### config.mk
export PLATFORM = sky130hd
export DESIGN_NAME = energy_zcr_voice_activity_detector
export DESIGN_NICKNAME = d
export VERILOG_FILES = /design/src/rtl/ezvad_pkg.sv /design/src/rtl/energy_zcr_voice_activity_detector.sv /design/src/rtl/ezvad_div.sv /design/src/rtl/ezvad_dp.sv /design/src/rtl/ezvad_ctrl.sv
export SDC_FILE = /design/constraint.sdc
export NUM_CORES = 2
export LEC_CHECK = 0
export BUFFER_PORTS_ARGS = -buffer_cell sky130_fd_sc_hd__clkbuf_2
export CORE_ASPECT_RATIO = 0.7
export CORE_MARGIN = 8
export CORE_UTILIZATION = 60
export DETAILED_ROUTE_END_ITERATION = 8
export PLACE_DENSITY_LB_ADDON = 0.2
export SYNTH_ARGS = -nofsm -noshare
export SYNTH_HDL_FRONTEND = slang
export SYNTH_SLANG_ARGS = --single-unit
### constraint.sdc
create_clock -name clk -period 24.6 [get_ports clk]
set_input_delay 2.46 -clock clk [delete_from_list [all_inputs] [get_ports clk]]
set_output_delay 2.46 -clock clk [all_outputs]
set_load 0.05 [all_outputs]
### src/rtl/ezvad_pkg.sv
// ezvad_pkg: shared types, widths and register codes for the energy/zcr
// voice activity detector; no dependencies
`timescale 1ns / 1ps

package ezvad_pkg;

    localparam int MAX_FRAME_DEF   = 4096;
    localparam int HIST_DEPTH_DEF  = 10;

    localparam int SAMPLE_W = 16;
    localparam int ENERGY_W = 31;
    localparam int RATE_W   = 16;
    localparam int COUNT_W  = 16;
    localparam int PDATA_W  = 32;
    localparam int PADDR_W  = 4;
    localparam int REG_IDX_W = 2;

    localparam logic [REG_IDX_W-1:0] REG_ENERGY_THR  = 2'd0;
    localparam logic [REG_IDX_W-1:0] REG_ZCR_THR     = 2'd1;
    localparam logic [REG_IDX_W-1:0] REG_MIN_SPEECH  = 2'd2;
    localparam logic [REG_IDX_W-1:0] REG_MIN_SILENCE = 2'd3;

    localparam logic [ENERGY_W-1:0] ENERGY_THR_RST  = 31'd1000000;
    localparam logic [RATE_W-1:0]   ZCR_THR_RST     = 16'd6554;
    localparam logic [COUNT_W-1:0]  MIN_SPEECH_RST  = 16'd3;
    localparam logic [COUNT_W-1:0]  MIN_SILENCE_RST = 16'd10;

    typedef struct packed {
        logic signed [SAMPLE_W-1:0] sample;
        logic                       frame_last;
    } sample_beat_t;

    typedef struct packed {
        logic                voice_active;
        logic                raw_voiced;
        logic [ENERGY_W-1:0] frame_energy;
        logic [RATE_W-1:0]   crossing_rate;
    } result_beat_t;

    typedef struct packed {
        logic [ENERGY_W-1:0] energy_floor;
        logic [RATE_W-1:0]   zcr_threshold;
        logic [COUNT_W-1:0]  min_speech_count;
        logic [COUNT_W-1:0]  min_silence_count;
    } cfg_t;

    // controller to datapath
    typedef struct packed {
        logic acc_en;
        logic frame_clear;
        logic div_start;
        logic div_sel_rate;
        logic cap_energy;
        logic cap_rate;
        logic hist_update;
        logic decide;
        logic load_out;
    } dp_cmd_t;

    // datapath to controller
    typedef struct packed {
        logic div_busy;
        logic div_done;
        logic span_zero;
        logic out_free;
    } dp_sts_t;

endpackage

### src/rtl/energy_zcr_voice_activity_detector.sv
// energy_zcr_voice_activity_detector: top level, config registers, controller, datapath
// samples are taken one per cycle within a frame; a frame end holds the input while
// the one-bit-per-cycle shared divider finds the mean energy and, for frames of more
// than one sample, the crossing rate; the result beat then follows the history and
// decide steps, later only while the previous result beat is still unread
// rst_n clears config to defaults, frame sums, history ring and hangover state
`timescale 1ns / 1ps

module energy_zcr_voice_activity_detector #(
    parameter int MAX_FRAME     = ezvad_pkg::MAX_FRAME_DEF,
    parameter int HISTORY_DEPTH = ezvad_pkg::HIST_DEPTH_DEF
) (
    input  logic                              clk,
    input  logic                              rst_n,
    // sample channel
    input  logic                              sample_valid,
    output logic                              sample_ready,
    input  ezvad_pkg::sample_beat_t           sample_beat,
    // result channel
    output logic                              result_valid,
    input  logic                              result_ready,
    output ezvad_pkg::result_beat_t           result_beat,
    // register port
    input  logic                              psel,
    input  logic                              penable,
    input  logic                              pwrite,
    input  logic [ezvad_pkg::PADDR_W-1:0]     paddr,
    input  logic [ezvad_pkg::PDATA_W-1:0]     pwdata,
    output logic [ezvad_pkg::PDATA_W-1:0]     prdata,
    output logic                              pready
);

    // configuration registers, one word each at byte offset 4*index
    ezvad_pkg::cfg_t                      cfg_reg;
    logic                                 wr_en;
    logic [ezvad_pkg::REG_IDX_W-1:0]      reg_idx;

    assign pready  = 1'b1;
    assign wr_en   = psel && penable && pwrite;
    assign reg_idx = paddr[ezvad_pkg::PADDR_W-1:2];

    always_ff @(posedge clk or negedge rst_n)
    begin
        if (!rst_n)
        begin
            cfg_reg.energy_floor      <= ezvad_pkg::ENERGY_THR_RST;
            cfg_reg.zcr_threshold     <= ezvad_pkg::ZCR_THR_RST;
            cfg_reg.min_speech_count  <= ezvad_pkg::MIN_SPEECH_RST;
            cfg_reg.min_silence_count <= ezvad_pkg::MIN_SILENCE_RST;
        end
        else if (wr_en)
        begin
            // upper data bits beyond each field are dropped
            unique case (reg_idx)
                ezvad_pkg::REG_ENERGY_THR:
                    cfg_reg.energy_floor      <= pwdata[ezvad_pkg::ENERGY_W-1:0];
                ezvad_pkg::REG_ZCR_THR:
                    cfg_reg.zcr_threshold     <= pwdata[ezvad_pkg::RATE_W-1:0];
                ezvad_pkg::REG_MIN_SPEECH:
                    cfg_reg.min_speech_count  <= pwdata[ezvad_pkg::COUNT_W-1:0];
                ezvad_pkg::REG_MIN_SILENCE:
                    cfg_reg.min_silence_count <= pwdata[ezvad_pkg::COUNT_W-1:0];
                default:
                begin
                end
            endcase
        end
    end

    // read back, zero extended
    always_comb
    begin
        unique case (reg_idx)
            ezvad_pkg::REG_ENERGY_THR:
                prdata = ezvad_pkg::PDATA_W'(cfg_reg.energy_floor);
            ezvad_pkg::REG_ZCR_THR:
                prdata = ezvad_pkg::PDATA_W'(cfg_reg.zcr_threshold);
            ezvad_pkg::REG_MIN_SPEECH:
                prdata = ezvad_pkg::PDATA_W'(cfg_reg.min_speech_count);
            ezvad_pkg::REG_MIN_SILENCE:
                prdata = ezvad_pkg::PDATA_W'(cfg_reg.min_silence_count);
            default:
                prdata = '0;
        endcase
    end

    // controller and datapath talk only through the command and status structs
    ezvad_pkg::dp_cmd_t cmd;
    ezvad_pkg::dp_sts_t sts;

    ezvad_ctrl u_ctrl (
        .clk          (clk),
        .rst_n        (rst_n),
        .sample_valid (sample_valid),
        .frame_last   (sample_beat.frame_last),
        .sample_ready (sample_ready),
        .cmd          (cmd),
        .sts          (sts)
    );

    // accumulators run per sample beat; the result register lets the next
    // frame start while a finished result beat waits downstream
    ezvad_dp #(
        .MAX_FRAME     (MAX_FRAME),
        .HISTORY_DEPTH (HISTORY_DEPTH)
    ) u_dp (
        .clk          (clk),
        .rst_n        (rst_n),
        .cmd          (cmd),
        .sts          (sts),
        .sample_beat  (sample_beat),
        .cfg          (cfg_reg),
        .result_valid (result_valid),
        .result_ready (result_ready),
        .result_beat  (result_beat)
    );

endmodule

### src/rtl/ezvad_div.sv
// ezvad_div: restoring divider, one quotient bit per cycle
// depends on nothing but its parameters
`timescale 1ns / 1ps

module ezvad_div #(
    parameter int DVD_W = 43,
    parameter int DVS_W = 13
) (
    input  logic             clk,
    input  logic             rst_n,
    input  logic             start,
    input  logic [DVD_W-1:0] dividend,
    input  logic [DVS_W-1:0] divisor,
    output logic             busy,
    output logic             done,
    output logic [DVD_W-1:0] quotient
);

    localparam int STEP_W = $clog2(DVD_W + 1);

    logic             busy_reg, busy_next;
    logic             done_reg, done_next;
    logic [STEP_W-1:0] step_reg, step_next;
    logic [DVS_W:0]   rem_reg, rem_next;
    logic [DVD_W-1:0] quo_reg, quo_next;
    logic [DVS_W-1:0] dvs_reg, dvs_next;
    logic [DVS_W:0]   rem_sh;
    logic             fits;

    assign rem_sh = {rem_reg[DVS_W-1:0], quo_reg[DVD_W-1]};
    assign fits   = rem_sh >= {1'b0, dvs_reg};

    always_comb
    begin
        busy_next = busy_reg;
        done_next = 1'b0;
        step_next = step_reg;
        rem_next  = rem_reg;
        quo_next  = quo_reg;
        dvs_next  = dvs_reg;
        if (start)
        begin
            busy_next = 1'b1;
            step_next = STEP_W'(DVD_W);
            rem_next  = '0;
            quo_next  = dividend;
            dvs_next  = divisor;
        end
        else if (busy_reg)
        begin
            rem_next  = fits ? (rem_sh - {1'b0, dvs_reg}) : rem_sh;
            quo_next  = {quo_reg[DVD_W-2:0], fits};
            step_next = step_reg - 1'b1;
            if (step_reg == STEP_W'(1))
            begin
                busy_next = 1'b0;
                done_next = 1'b1;
            end
        end
    end

    always_ff @(posedge clk or negedge rst_n)
    begin
        if (!rst_n)
        begin
            busy_reg <= 1'b0;
            done_reg <= 1'b0;
            step_reg <= '0;
        end
        else
        begin
            busy_reg <= busy_next;
            done_reg <= done_next;
            step_reg <= step_next;
        end
    end

    always_ff @(posedge clk)
    begin
        rem_reg <= rem_next;
        quo_reg <= quo_next;
        dvs_reg <= dvs_next;
    end

    assign busy     = busy_reg;
    assign done     = done_reg;
    assign quotient = quo_reg;

endmodule

### src/rtl/ezvad_dp.sv
// ezvad_dp: frame accumulators, shared divider, energy history, decision and
// result register; depends on ezvad_pkg and ezvad_div
`timescale 1ns / 1ps

module ezvad_dp #(
    parameter int MAX_FRAME     = ezvad_pkg::MAX_FRAME_DEF,
    parameter int HISTORY_DEPTH = ezvad_pkg::HIST_DEPTH_DEF
) (
    input  logic                    clk,
    input  logic                    rst_n,
    input  ezvad_pkg::dp_cmd_t      cmd,
    output ezvad_pkg::dp_sts_t      sts,
    input  ezvad_pkg::sample_beat_t sample_beat,
    input  ezvad_pkg::cfg_t         cfg,
    output logic                    result_valid,
    input  logic                    result_ready,
    output ezvad_pkg::result_beat_t result_beat
);

    localparam int SW     = ezvad_pkg::SAMPLE_W;
    localparam int EW     = ezvad_pkg::ENERGY_W;
    localparam int RW     = ezvad_pkg::RATE_W;
    localparam int CW     = ezvad_pkg::COUNT_W;
    localparam int CNT_W  = $clog2(MAX_FRAME + 1);
    localparam int CC_W   = (MAX_FRAME > 1) ? $clog2(MAX_FRAME) : 1;
    localparam int SUM_W  = 2 * SW - 2 + CNT_W;
    localparam int RD_W   = CC_W + RW;
    localparam int DIV_W  = (SUM_W > RD_W) ? SUM_W : RD_W;
    localparam int PTR_W  = (HISTORY_DEPTH > 1) ? $clog2(HISTORY_DEPTH) : 1;
    localparam int TOT_W  = EW + $clog2(HISTORY_DEPTH + 1);
    localparam int MUL_W  = TOT_W + 8;
    localparam int ZCMP_W = RW + CNT_W;
    localparam int QCMP_W = CNT_W + 3;

    // frame accumulators
    logic [SUM_W-1:0] sum_reg;
    logic [CC_W-1:0]  cc_reg;
    logic [CNT_W-1:0] cnt_reg;
    logic             prev_neg_reg;

    logic [SW-1:0]    raw;
    logic             neg;
    logic [SW-1:0]    mag;
    logic [2*SW-1:0]  sq;
    logic [CNT_W-1:0] span;

    assign raw  = sample_beat.sample;
    assign neg  = raw[SW-1];
    assign mag  = neg ? (~raw + 1'b1) : raw;
    assign sq   = mag * mag;
    assign span = cnt_reg - 1'b1;

    always_ff @(posedge clk or negedge rst_n)
    begin
        if (!rst_n)
        begin
            sum_reg      <= '0;
            cc_reg       <= '0;
            cnt_reg      <= '0;
            prev_neg_reg <= 1'b0;
        end
        else if (cmd.frame_clear)
        begin
            sum_reg      <= '0;
            cc_reg       <= '0;
            cnt_reg      <= '0;
            prev_neg_reg <= 1'b0;
        end
        else if (cmd.acc_en && (cnt_reg < CNT_W'(MAX_FRAME)))
        begin
            sum_reg <= sum_reg + SUM_W'(sq);
            if ((cnt_reg != '0) && (neg != prev_neg_reg))
            begin
                cc_reg <= cc_reg + 1'b1;
            end
            prev_neg_reg <= neg;
            cnt_reg      <= cnt_reg + 1'b1;
        end
    end

    // shared divider: mean energy first, then crossing rate unless the frame has one sample
    logic [DIV_W-1:0] div_dvd;
    logic [CNT_W-1:0] div_dvs;
    logic [DIV_W-1:0] div_quo;
    logic             div_busy;
    logic             div_done;

    assign div_dvd = cmd.div_sel_rate ? DIV_W'({cc_reg, {RW{1'b0}}}) : DIV_W'(sum_reg);
    assign div_dvs = cmd.div_sel_rate ? span : cnt_reg;

    ezvad_div #(
        .DVD_W (DIV_W),
        .DVS_W (CNT_W)
    ) u_div (
        .clk      (clk),
        .rst_n    (rst_n),
        .start    (cmd.div_start),
        .dividend (div_dvd),
        .divisor  (div_dvs),
        .busy     (div_busy),
        .done     (div_done),
        .quotient (div_quo)
    );

    logic [EW-1:0] energy_reg;
    logic [RW-1:0] rate_reg;

    always_ff @(posedge clk)
    begin
        if (cmd.cap_energy)
        begin
            energy_reg <= div_quo[EW-1:0];
        end
        if (cmd.cap_rate)
        begin
            if (span == '0)
            begin
                rate_reg <= '0;
            end
            else if (|div_quo[DIV_W-1:RW])
            begin
                rate_reg <= '1;
            end
            else
            begin
                rate_reg <= div_quo[RW-1:0];
            end
        end
    end

    // energy history ring, entries read as zero until first written
    logic [EW-1:0]            hist_mem [HISTORY_DEPTH];
    logic [EW-1:0]            hist_rd_reg;
    logic [HISTORY_DEPTH-1:0] hist_vld_reg;
    logic [PTR_W-1:0]         ptr_reg;
    logic [TOT_W-1:0]         total_reg;
    logic [EW-1:0]            hist_old;

    assign hist_old = hist_vld_reg[ptr_reg] ? hist_rd_reg : '0;

    always_ff @(posedge clk)
    begin
        hist_rd_reg <= hist_mem[ptr_reg];
        if (cmd.hist_update)
        begin
            hist_mem[ptr_reg] <= energy_reg;
        end
    end

    always_ff @(posedge clk or negedge rst_n)
    begin
        if (!rst_n)
        begin
            hist_vld_reg <= '0;
            ptr_reg      <= '0;
            total_reg    <= '0;
        end
        else if (cmd.hist_update)
        begin
            hist_vld_reg[ptr_reg] <= 1'b1;
            ptr_reg   <= (ptr_reg == PTR_W'(HISTORY_DEPTH - 1)) ? '0 : ptr_reg + 1'b1;
            total_reg <= total_reg - TOT_W'(hist_old) + TOT_W'(energy_reg);
        end
    end

    // partial checks, registered alongside the history update
    logic             above_thr_reg;
    logic             rate_lo_reg;
    logic             rate_hi_reg;
    logic [ZCMP_W-1:0] zcr_prod;
    logic [ZCMP_W-1:0] cc_shift;
    logic [QCMP_W-1:0] cc_x5;
    logic [QCMP_W-1:0] span_x4;

    assign zcr_prod = cfg.zcr_threshold * span;
    assign cc_shift = ZCMP_W'({cc_reg, {RW{1'b0}}});
    assign cc_x5    = QCMP_W'(cc_reg) + (QCMP_W'(cc_reg) << 2);
    assign span_x4  = QCMP_W'(span) << 2;

    always_ff @(posedge clk)
    begin
        if (cmd.hist_update)
        begin
            above_thr_reg <= energy_reg > cfg.energy_floor;
            rate_lo_reg   <= cc_shift > zcr_prod;
            rate_hi_reg   <= cc_x5 < span_x4;
        end
    end

    // decision and hangover counters
    logic [MUL_W-1:0] e_scaled;
    logic [MUL_W-1:0] t_scaled;
    logic             voiced;
    logic [CW-1:0]    speech_reg, speech_new;
    logic [CW-1:0]    silence_reg, silence_new;
    logic             active_reg, active_new;
    logic             voiced_reg;

    assign e_scaled = MUL_W'(2 * HISTORY_DEPTH) * MUL_W'(energy_reg);
    assign t_scaled = MUL_W'(total_reg) + (MUL_W'(total_reg) << 1);
    assign voiced   = above_thr_reg && (e_scaled > t_scaled) && rate_lo_reg && rate_hi_reg;

    always_comb
    begin
        if (voiced)
        begin
            speech_new  = (speech_reg == '1) ? speech_reg : speech_reg + 1'b1;
            silence_new = '0;
            active_new  = (speech_new >= cfg.min_speech_count) ? 1'b1 : active_reg;
        end
        else
        begin
            speech_new  = '0;
            silence_new = (silence_reg == '1) ? silence_reg : silence_reg + 1'b1;
            active_new  = (silence_new >= cfg.min_silence_count) ? 1'b0 : active_reg;
        end
    end

    always_ff @(posedge clk or negedge rst_n)
    begin
        if (!rst_n)
        begin
            speech_reg  <= '0;
            silence_reg <= '0;
            active_reg  <= 1'b0;
            voiced_reg  <= 1'b0;
        end
        else if (cmd.decide)
        begin
            speech_reg  <= speech_new;
            silence_reg <= silence_new;
            active_reg  <= active_new;
            voiced_reg  <= voiced;
        end
    end

    // result register
    logic                    out_vld_reg;
    ezvad_pkg::result_beat_t out_beat_reg;

    always_ff @(posedge clk or negedge rst_n)
    begin
        if (!rst_n)
        begin
            out_vld_reg <= 1'b0;
        end
        else if (cmd.load_out)
        begin
            out_vld_reg <= 1'b1;
        end
        else if (result_ready)
        begin
            out_vld_reg <= 1'b0;
        end
    end

    always_ff @(posedge clk)
    begin
        if (cmd.load_out)
        begin
            out_beat_reg.voice_active  <= active_reg;
            out_beat_reg.raw_voiced    <= voiced_reg;
            out_beat_reg.frame_energy  <= energy_reg;
            out_beat_reg.crossing_rate <= rate_reg;
        end
    end

    assign result_valid = out_vld_reg;
    assign result_beat  = out_beat_reg;

    assign sts.div_busy  = div_busy;
    assign sts.div_done  = div_done;
    assign sts.span_zero = (span == '0);
    assign sts.out_free  = !out_vld_reg || result_ready;

endmodule

### src/rtl/ezvad_ctrl.sv
// ezvad_ctrl: sequencer for accumulate, divide, history, decide and result
// load; depends on ezvad_pkg
`timescale 1ns / 1ps

module ezvad_ctrl (
    input  logic               clk,
    input  logic               rst_n,
    input  logic               sample_valid,
    input  logic               frame_last,
    output logic               sample_ready,
    output ezvad_pkg::dp_cmd_t cmd,
    input  ezvad_pkg::dp_sts_t sts
);

    localparam logic [2:0] S_ACC   = 3'd0;
    localparam logic [2:0] S_GO    = 3'd1;
    localparam logic [2:0] S_DIV_E = 3'd2;
    localparam logic [2:0] S_DIV_R = 3'd3;
    localparam logic [2:0] S_HIST  = 3'd4;
    localparam logic [2:0] S_DEC   = 3'd5;
    localparam logic [2:0] S_OUT   = 3'd6;

    logic [2:0] state_reg, state_next;

    always_comb
    begin
        state_next   = state_reg;
        cmd          = '0;
        sample_ready = 1'b0;
        unique case (state_reg)
            S_ACC:
            begin
                sample_ready = 1'b1;
                cmd.acc_en   = sample_valid;
                if (sample_valid && frame_last)
                begin
                    state_next = S_GO;
                end
            end
            S_GO:
            begin
                cmd.div_start = 1'b1;
                state_next    = S_DIV_E;
            end
            S_DIV_E:
            begin
                if (sts.div_done)
                begin
                    cmd.cap_energy = 1'b1;
                    if (sts.span_zero)
                    begin
                        cmd.cap_rate = 1'b1;
                        state_next   = S_HIST;
                    end
                    else
                    begin
                        cmd.div_start    = 1'b1;
                        cmd.div_sel_rate = 1'b1;
                        state_next       = S_DIV_R;
                    end
                end
            end
            S_DIV_R:
            begin
                if (sts.div_done)
                begin
                    cmd.cap_rate = 1'b1;
                    state_next   = S_HIST;
                end
            end
            S_HIST:
            begin
                cmd.hist_update = 1'b1;
                state_next      = S_DEC;
            end
            S_DEC:
            begin
                cmd.decide = 1'b1;
                state_next = S_OUT;
            end
            S_OUT:
            begin
                if (sts.out_free)
                begin
                    cmd.load_out    = 1'b1;
                    cmd.frame_clear = 1'b1;
                    state_next      = S_ACC;
                end
            end
            default:
            begin
                state_next = S_ACC;
            end
        endcase
    end

    always_ff @(posedge clk or negedge rst_n)
    begin
        if (!rst_n)
        begin
            state_reg <= S_ACC;
        end
        else
        begin
            state_reg <= state_next;
        end
    end

`ifndef ASSERT_OFF
    a_start_idle: assert property (@(posedge clk) disable iff (!rst_n)
        cmd.div_start |-> !sts.div_busy)
        else $error("divider started while busy");

    a_frame_end_stalls: assert property (@(posedge clk) disable iff (!rst_n)
        (sample_valid && sample_ready && frame_last) |=> !sample_ready)
        else $error("input still open after frame end");

    a_done_in_div: assert property (@(posedge clk) disable iff (!rst_n)
        sts.div_done |-> (state_reg == S_DIV_E || state_reg == S_DIV_R))
        else $error("divider done outside a divide state");
`endif

endmodule
; ---- Yosys cells after proc, flatten, opt, wreduce, memory -nomap -nowiden
; Memories as Yosys holds them, arrays and structs flattened. A register that Yosys moved wholly into a read port is not among the register bits.
; Cells that the tools add are included.
[totals]
ff_bits = 411
mem_count = 1
output_inout_bits = 84
in_bits = 60
ramBits = 310
[mem_list]
columns = name, words, width, read_ports, rd_ports_with_merged_regs, write_ports, line_no
row1 = u_dp.hist_mem, 10, 31, 1, 1, 1, ezvad_dp.sv:132  ; logic [EW-1:0] hist_mem [HISTORY_DEPTH];
[op_classes]
magnitude_cmp = 10
mux = 61
eq_ne = 19
multipliers = 3
bitwise = 2
reduce_logical = 28
add_sub_neg = 14
[op_table]
columns = operator, n
row1 = $mux 43, 5
row2 = $pmux 32 s4, 1
row3 = $mux 16, 6
row4 = $mux 13, 4
row5 = $add 16x1->16 const B, 3
row6 = $add 43x32->43, 1
row7 = $gt 36x43->1, 1
row8 = $add 35x36->37, 1
row9 = $mux 12, 3
row10 = $add 35x31->35, 1
row11 = $sub 35x31->35, 1
row12 = $mul 3x31->34 const A, 1
row13 = $eq 16x16->1 const B, 2
row14 = $ge 16x16->1, 2
row15 = $mul 16x16->32, 1
row16 = $gt 31x31->1, 1
row17 = $mux 31, 1
row18 = $gt 28x29->1, 1
row19 = $mul 16x13->29, 1
row20 = $reduce_or 27->1, 1
row21 = $mux 1, 25
row22 = $pmux 3 s7, 1
row23 = $lt 16x15->1, 1
row24 = $not 16->16, 1
row25 = other kinds (40), 71

; ---- Depth between registers and ports, before layout
[depth]
word_depth = 7
ltp_mapped = 36

; ---- By module
; Synthesis repeated with hierarchy kept, for this count alone.
[unflattened]
hier_cells = 5170
hier_area_um2 = 55991.2
[by_module_without_submodules]
columns = mod, instances, cells_each, area_per_inst_um2, seq_area_each_um2
row1 = ezvad_dp, 1, 4627, 48188.7, 16731.0
row2 = ezvad_div, 1, 300, 3947.5, 2142.1
row3 = energy_zcr_voice_activity_detector, 1, 213, 3558.4, 1999.4
row4 = ezvad_ctrl, 1, 30, 296.5, 75.1

; ---- Worst setup path after synthesis
; Ideal clock, no wire load.
[synth_timing]
path_type = input port to flip-flop
startpoint = input sample_beat[1] (netlist name)
endpoint = register u_dp.sum_reg[40]
stages = 28
setup_slack_ps = 15012
setup_time_ps = 78
arrival_time_ps = 9510
cell_sequence = inv_1 -> ha_1 -> nand2_1 -> or3_1 -> or2_2 -> o21ai_0 -> xnor2_1 -> clkinv_1 -> nor2_1 -> fa_1 -> fa_1 -> inv_1 -> fa_1 -> inv_1 -> fa_1 -> inv_1 -> fa_1 -> inv_1 -> fa_1 -> ha_1 -> and4_1 -> nand3_1 -> o21ai_0 -> o211a_1 -> nor2_1 -> o21a_1 -> or4_1 -> a21oi_1
[synth_between]
elab_chain_cells = 7
[synth_lines]
columns = element, line_no
row1 = from (decl), energy_zcr_voice_activity_detector.sv:18  ; input ezvad_pkg::sample_beat_t sample_beat,
row2 = $not 16->16, ezvad_dp.sv:49  ; assign mag = neg ? (~raw + 1'b1) : raw;
row3 = $add 16x1->16, ezvad_dp.sv:49
row4 = $mux 16 *, ezvad_dp.sv:49
row5 = $mul 16x16->32 *, ezvad_dp.sv:50  ; assign sq = mag * mag;
row6 = $add 43x32->43 *, ezvad_dp.sv:71  ; sum_reg <= sum_reg + SUM_W'(sq);
row7 = $mux 43 *, ezvad_dp.sv:69  ; else if (cmd.acc_en && (cnt_reg < CNT_W'(MAX_FRAME)))
row8 = $mux 43 *, ezvad_dp.sv:62  ; else if (cmd.frame_clear)
row9 = to (signal assigned), ezvad_dp.sv:71
row10 = to (decl), ezvad_dp.sv:36  ; logic [SUM_W-1:0] sum_reg;
; Every way passes the cells marked *; elsewhere a longest branch is shown, timed or not. The select of a mux whose other input is x is not followed.
; A chain may end at the register's enable or synchronous reset.

; ---- Worst setup path in the final report
[layout_timing]
startpoint = input sample_beat[1] (netlist name)
endpoint = register u_dp.sum_reg[35]
; Same word-level chain as after synthesis.

==> qor.txt <==
Min Clock Period, post-route -> 10,950 ps
Post-CTS Setup Repair Bufs -> 0
number of I/O pins -> 144
final instance area -> 0.0598 mm2
post-route ant nets -> 0
Met1 Wirelength -> 62,900 um
Initial Util -> 60.2%
CTS tree -> built
DIE HEIGHT -> 270 um
clock buffer count from CTS -> 77
max cap viols -> 0
fin crit share -> 44.5%
dpl ws -> 13,050 ps
Max clock buf depth -> 3
Setup TNS -> 0 ps
origin of the critical flop-to-flop path -> u_dp.cnt_reg[0]
IO Port Bufs -> 138
worst slew pin tran -> 1130 ps
fillcell total -> 7,215
setup ws final -> 13,650 ps
crit path kind -> primary input to flop
Critical Path Start -> sample_beat[1]
die footprint -> 0.102 mm2
DPL Wire Length -> 100,000 um
1st-pass router iterations -> 5
met3 routed WL -> 10,500 um
Slew Limit Fails -> 0
length in cells of the worst reg-to-reg path -> 31
flops & latches, synth -> 752
top cell type's share of synthesized area -> 25.3%
dominant synthesized flop cell -> edfxtp_1
YS warnings -> 0
antenna violations before repair -> 5
syn_area_per_cell -> 10.5 um2
setup repair after global routing missed its margin -> no
run status -> finished, final reports clean
Vias -> 38,900
top sig layer -> met5
Syn Std Cell Area -> 0.0551 mm2
DRT iter0 DRCs -> 3,474
hold buffers post-CTS -> 0
final non-filler cell total -> 6,645
clock slew at the register clock pins of the worst setup and hold paths -> 60 ps
Mapped Cells -> 5,234
total grt overflow -> 0
die width -> 378 um
CP max FO -> 15
Clock Skews -> 29.2 ps
DR DRC count -> 0
first-pass GRT wire length -> 219,000 um
CTS H-tree lvls -> 3
crit end category -> flop
number of global-route vias before repair -> 38,600
FMAX -> 0.0913 GHz
CTS resizes -> 0
critical path data required time -> 25,160 ps
Slew headroom -> 24.7%
sequential element share of the synthesized area -> 38.0%
Final setup viols -> 0
Area growth syn-to-layout -> 8.48%
clk_lat worst skew -> 680 ps
Synth async-reset ratio -> 32.3%
Placement Cell Area -> 0.0573 mm2
ratio of cells with drive above 1 in the final layout -> 10.1%
Post-synth top cells -> 739 x inv_1, 578 x nand2_1, 465 x edfxtp_1, 459 x ha_1, 384 x fa_1
critical path arrival -> 11,500 ps
# rows -> 93
max reg flops -> 310
nets@finish -> 6,247
Worst setup SP type -> primary input
Worst Hold Launch -> u_dp.rate_reg[1]
top-count cell post-synth -> inv_1
Tot GR Track Use -> 27.0%
final WL -> 138,000 um
Worst Hold Depth -> 0
EDFF count, synth -> 465
Inst Count DP -> 6,500
largest area contributor in the netlist -> edfxtp_1
Core Area -> 0.0915 mm2
WL per Instance -> 20.7 um
pin count of the biggest net entering global routing -> 138
Synth cell types -> 99
Final GP Congestion -> 0.912
ranking of synthesized cells by area -> edfxtp_1 25%, fa_1 14%, ha_1 10%, dfrtp_1 10%, inv_1 5.0%
clock root cell -> clkbuf_16
Vias/cell -> 5.86
met2 wire length -> 60,300 um
worst min path class -> flop to flop
CTS sink cnt -> 752
Hold Vio Cnt, Final -> 0
==> cell families (layout without fill, tap and decap cells) <==
family	after synthesis	count (layout)	synth area share [%]
compound gates	894	894	10.4
xor+xnor	230	230	3.66
fa+ha+maj	843	843	24.4
buf+inv	942	1105	6.53
flops	752	752	38.0
mux	163	163	4.86
other cells	2	15	0.0136
simple gates	1408	1408	12.2
==> cell usage in the layout (no fill, tap or decap), drive strengths merged, types with 104 or more instances in the layout <==
| cell | netlist | layout |
|---|---|---|
| a21oi | 247 | 247 |
| nand2 | 578 | 578 |
| xnor2 | 129 | 129 |
| and2 | 104 | 104 |
| edfxtp | 465 | 465 |
| nor2 | 260 | 260 |
| o21ai | 239 | 239 |
| fa | 384 | 384 |
| inv | 742 | 749 |
| a21o | 121 | 121 |
| ha | 459 | 459 |
| clkbuf | 141 | 236 |
| dfrtp | 225 | 225 |
==> layout make-up <==
cell class,count,area [um2],share of cell area [%]
diodes,1,2.50,0.00419
clock buffers,99,2080,3.48
clock inverters,45,402,0.672
inverters,748,2810,4.70
multi-input cells,3552,30700,51.3
flip-flops and latches,752,21000,35.1
well taps,1235,1550,2.59
repair buffers,213,1280,2.14
==> critical path, stage by stage <==
cell	delay, ps
clkbuf_2	280
inv_1	290
ha_1	210
nand2_1	60
or3_1	340
nor2_1	140
nand2_1	80
o41ai_1	720
xor2_1	920
nor2_1	260
fa_1	570
fa_1	510
inv_1	50
fa_1	500
inv_1	60
fa_1	470
fa_1	520
fa_1	490
ha_1	400
a21o_1	220
a211oi_1	230
o21ai_0	110
o21ba_2	260
o21ai_0	210
a41o_1	330
a21oi_1	450
o21ai_0	180
a21oi_1	150
==> stage by stage <==
step	hold WS [ps]	utilization (%)
global placement	404	62.6
global route	425	65.3
finish	418	65.3
CTS	422	65.3
floorplan	400	-
detailed placement	405	62.6
==> per-layer routing <==
metal / vias up / global-route usage, %
met5: - / 0
met4: 4 / 7.02
met3: 202 / 5.49
met2: 1261 / 40.4
met1: 19400 / 40.4
li1: 18100 / -
==> final timing paths <==
check / to / slack [ps]
worst min-delay path: u_dp.result_beat[1] / 420
worst min register to register: u_dp.result_beat[1] / 420
min in group asynchronous: u_dp.speech_reg[0] / 1870
max in group asynchronous: u_dp.cnt_reg[7] / 21300
worst max register to register: u_dp.rate_lo_reg / 15050
worst max-delay path: u_dp.sum_reg[35] / 13650
Power is not shown: default switching activity piles up to over one toggle a cycle in this logic, so the estimate is an artifact.
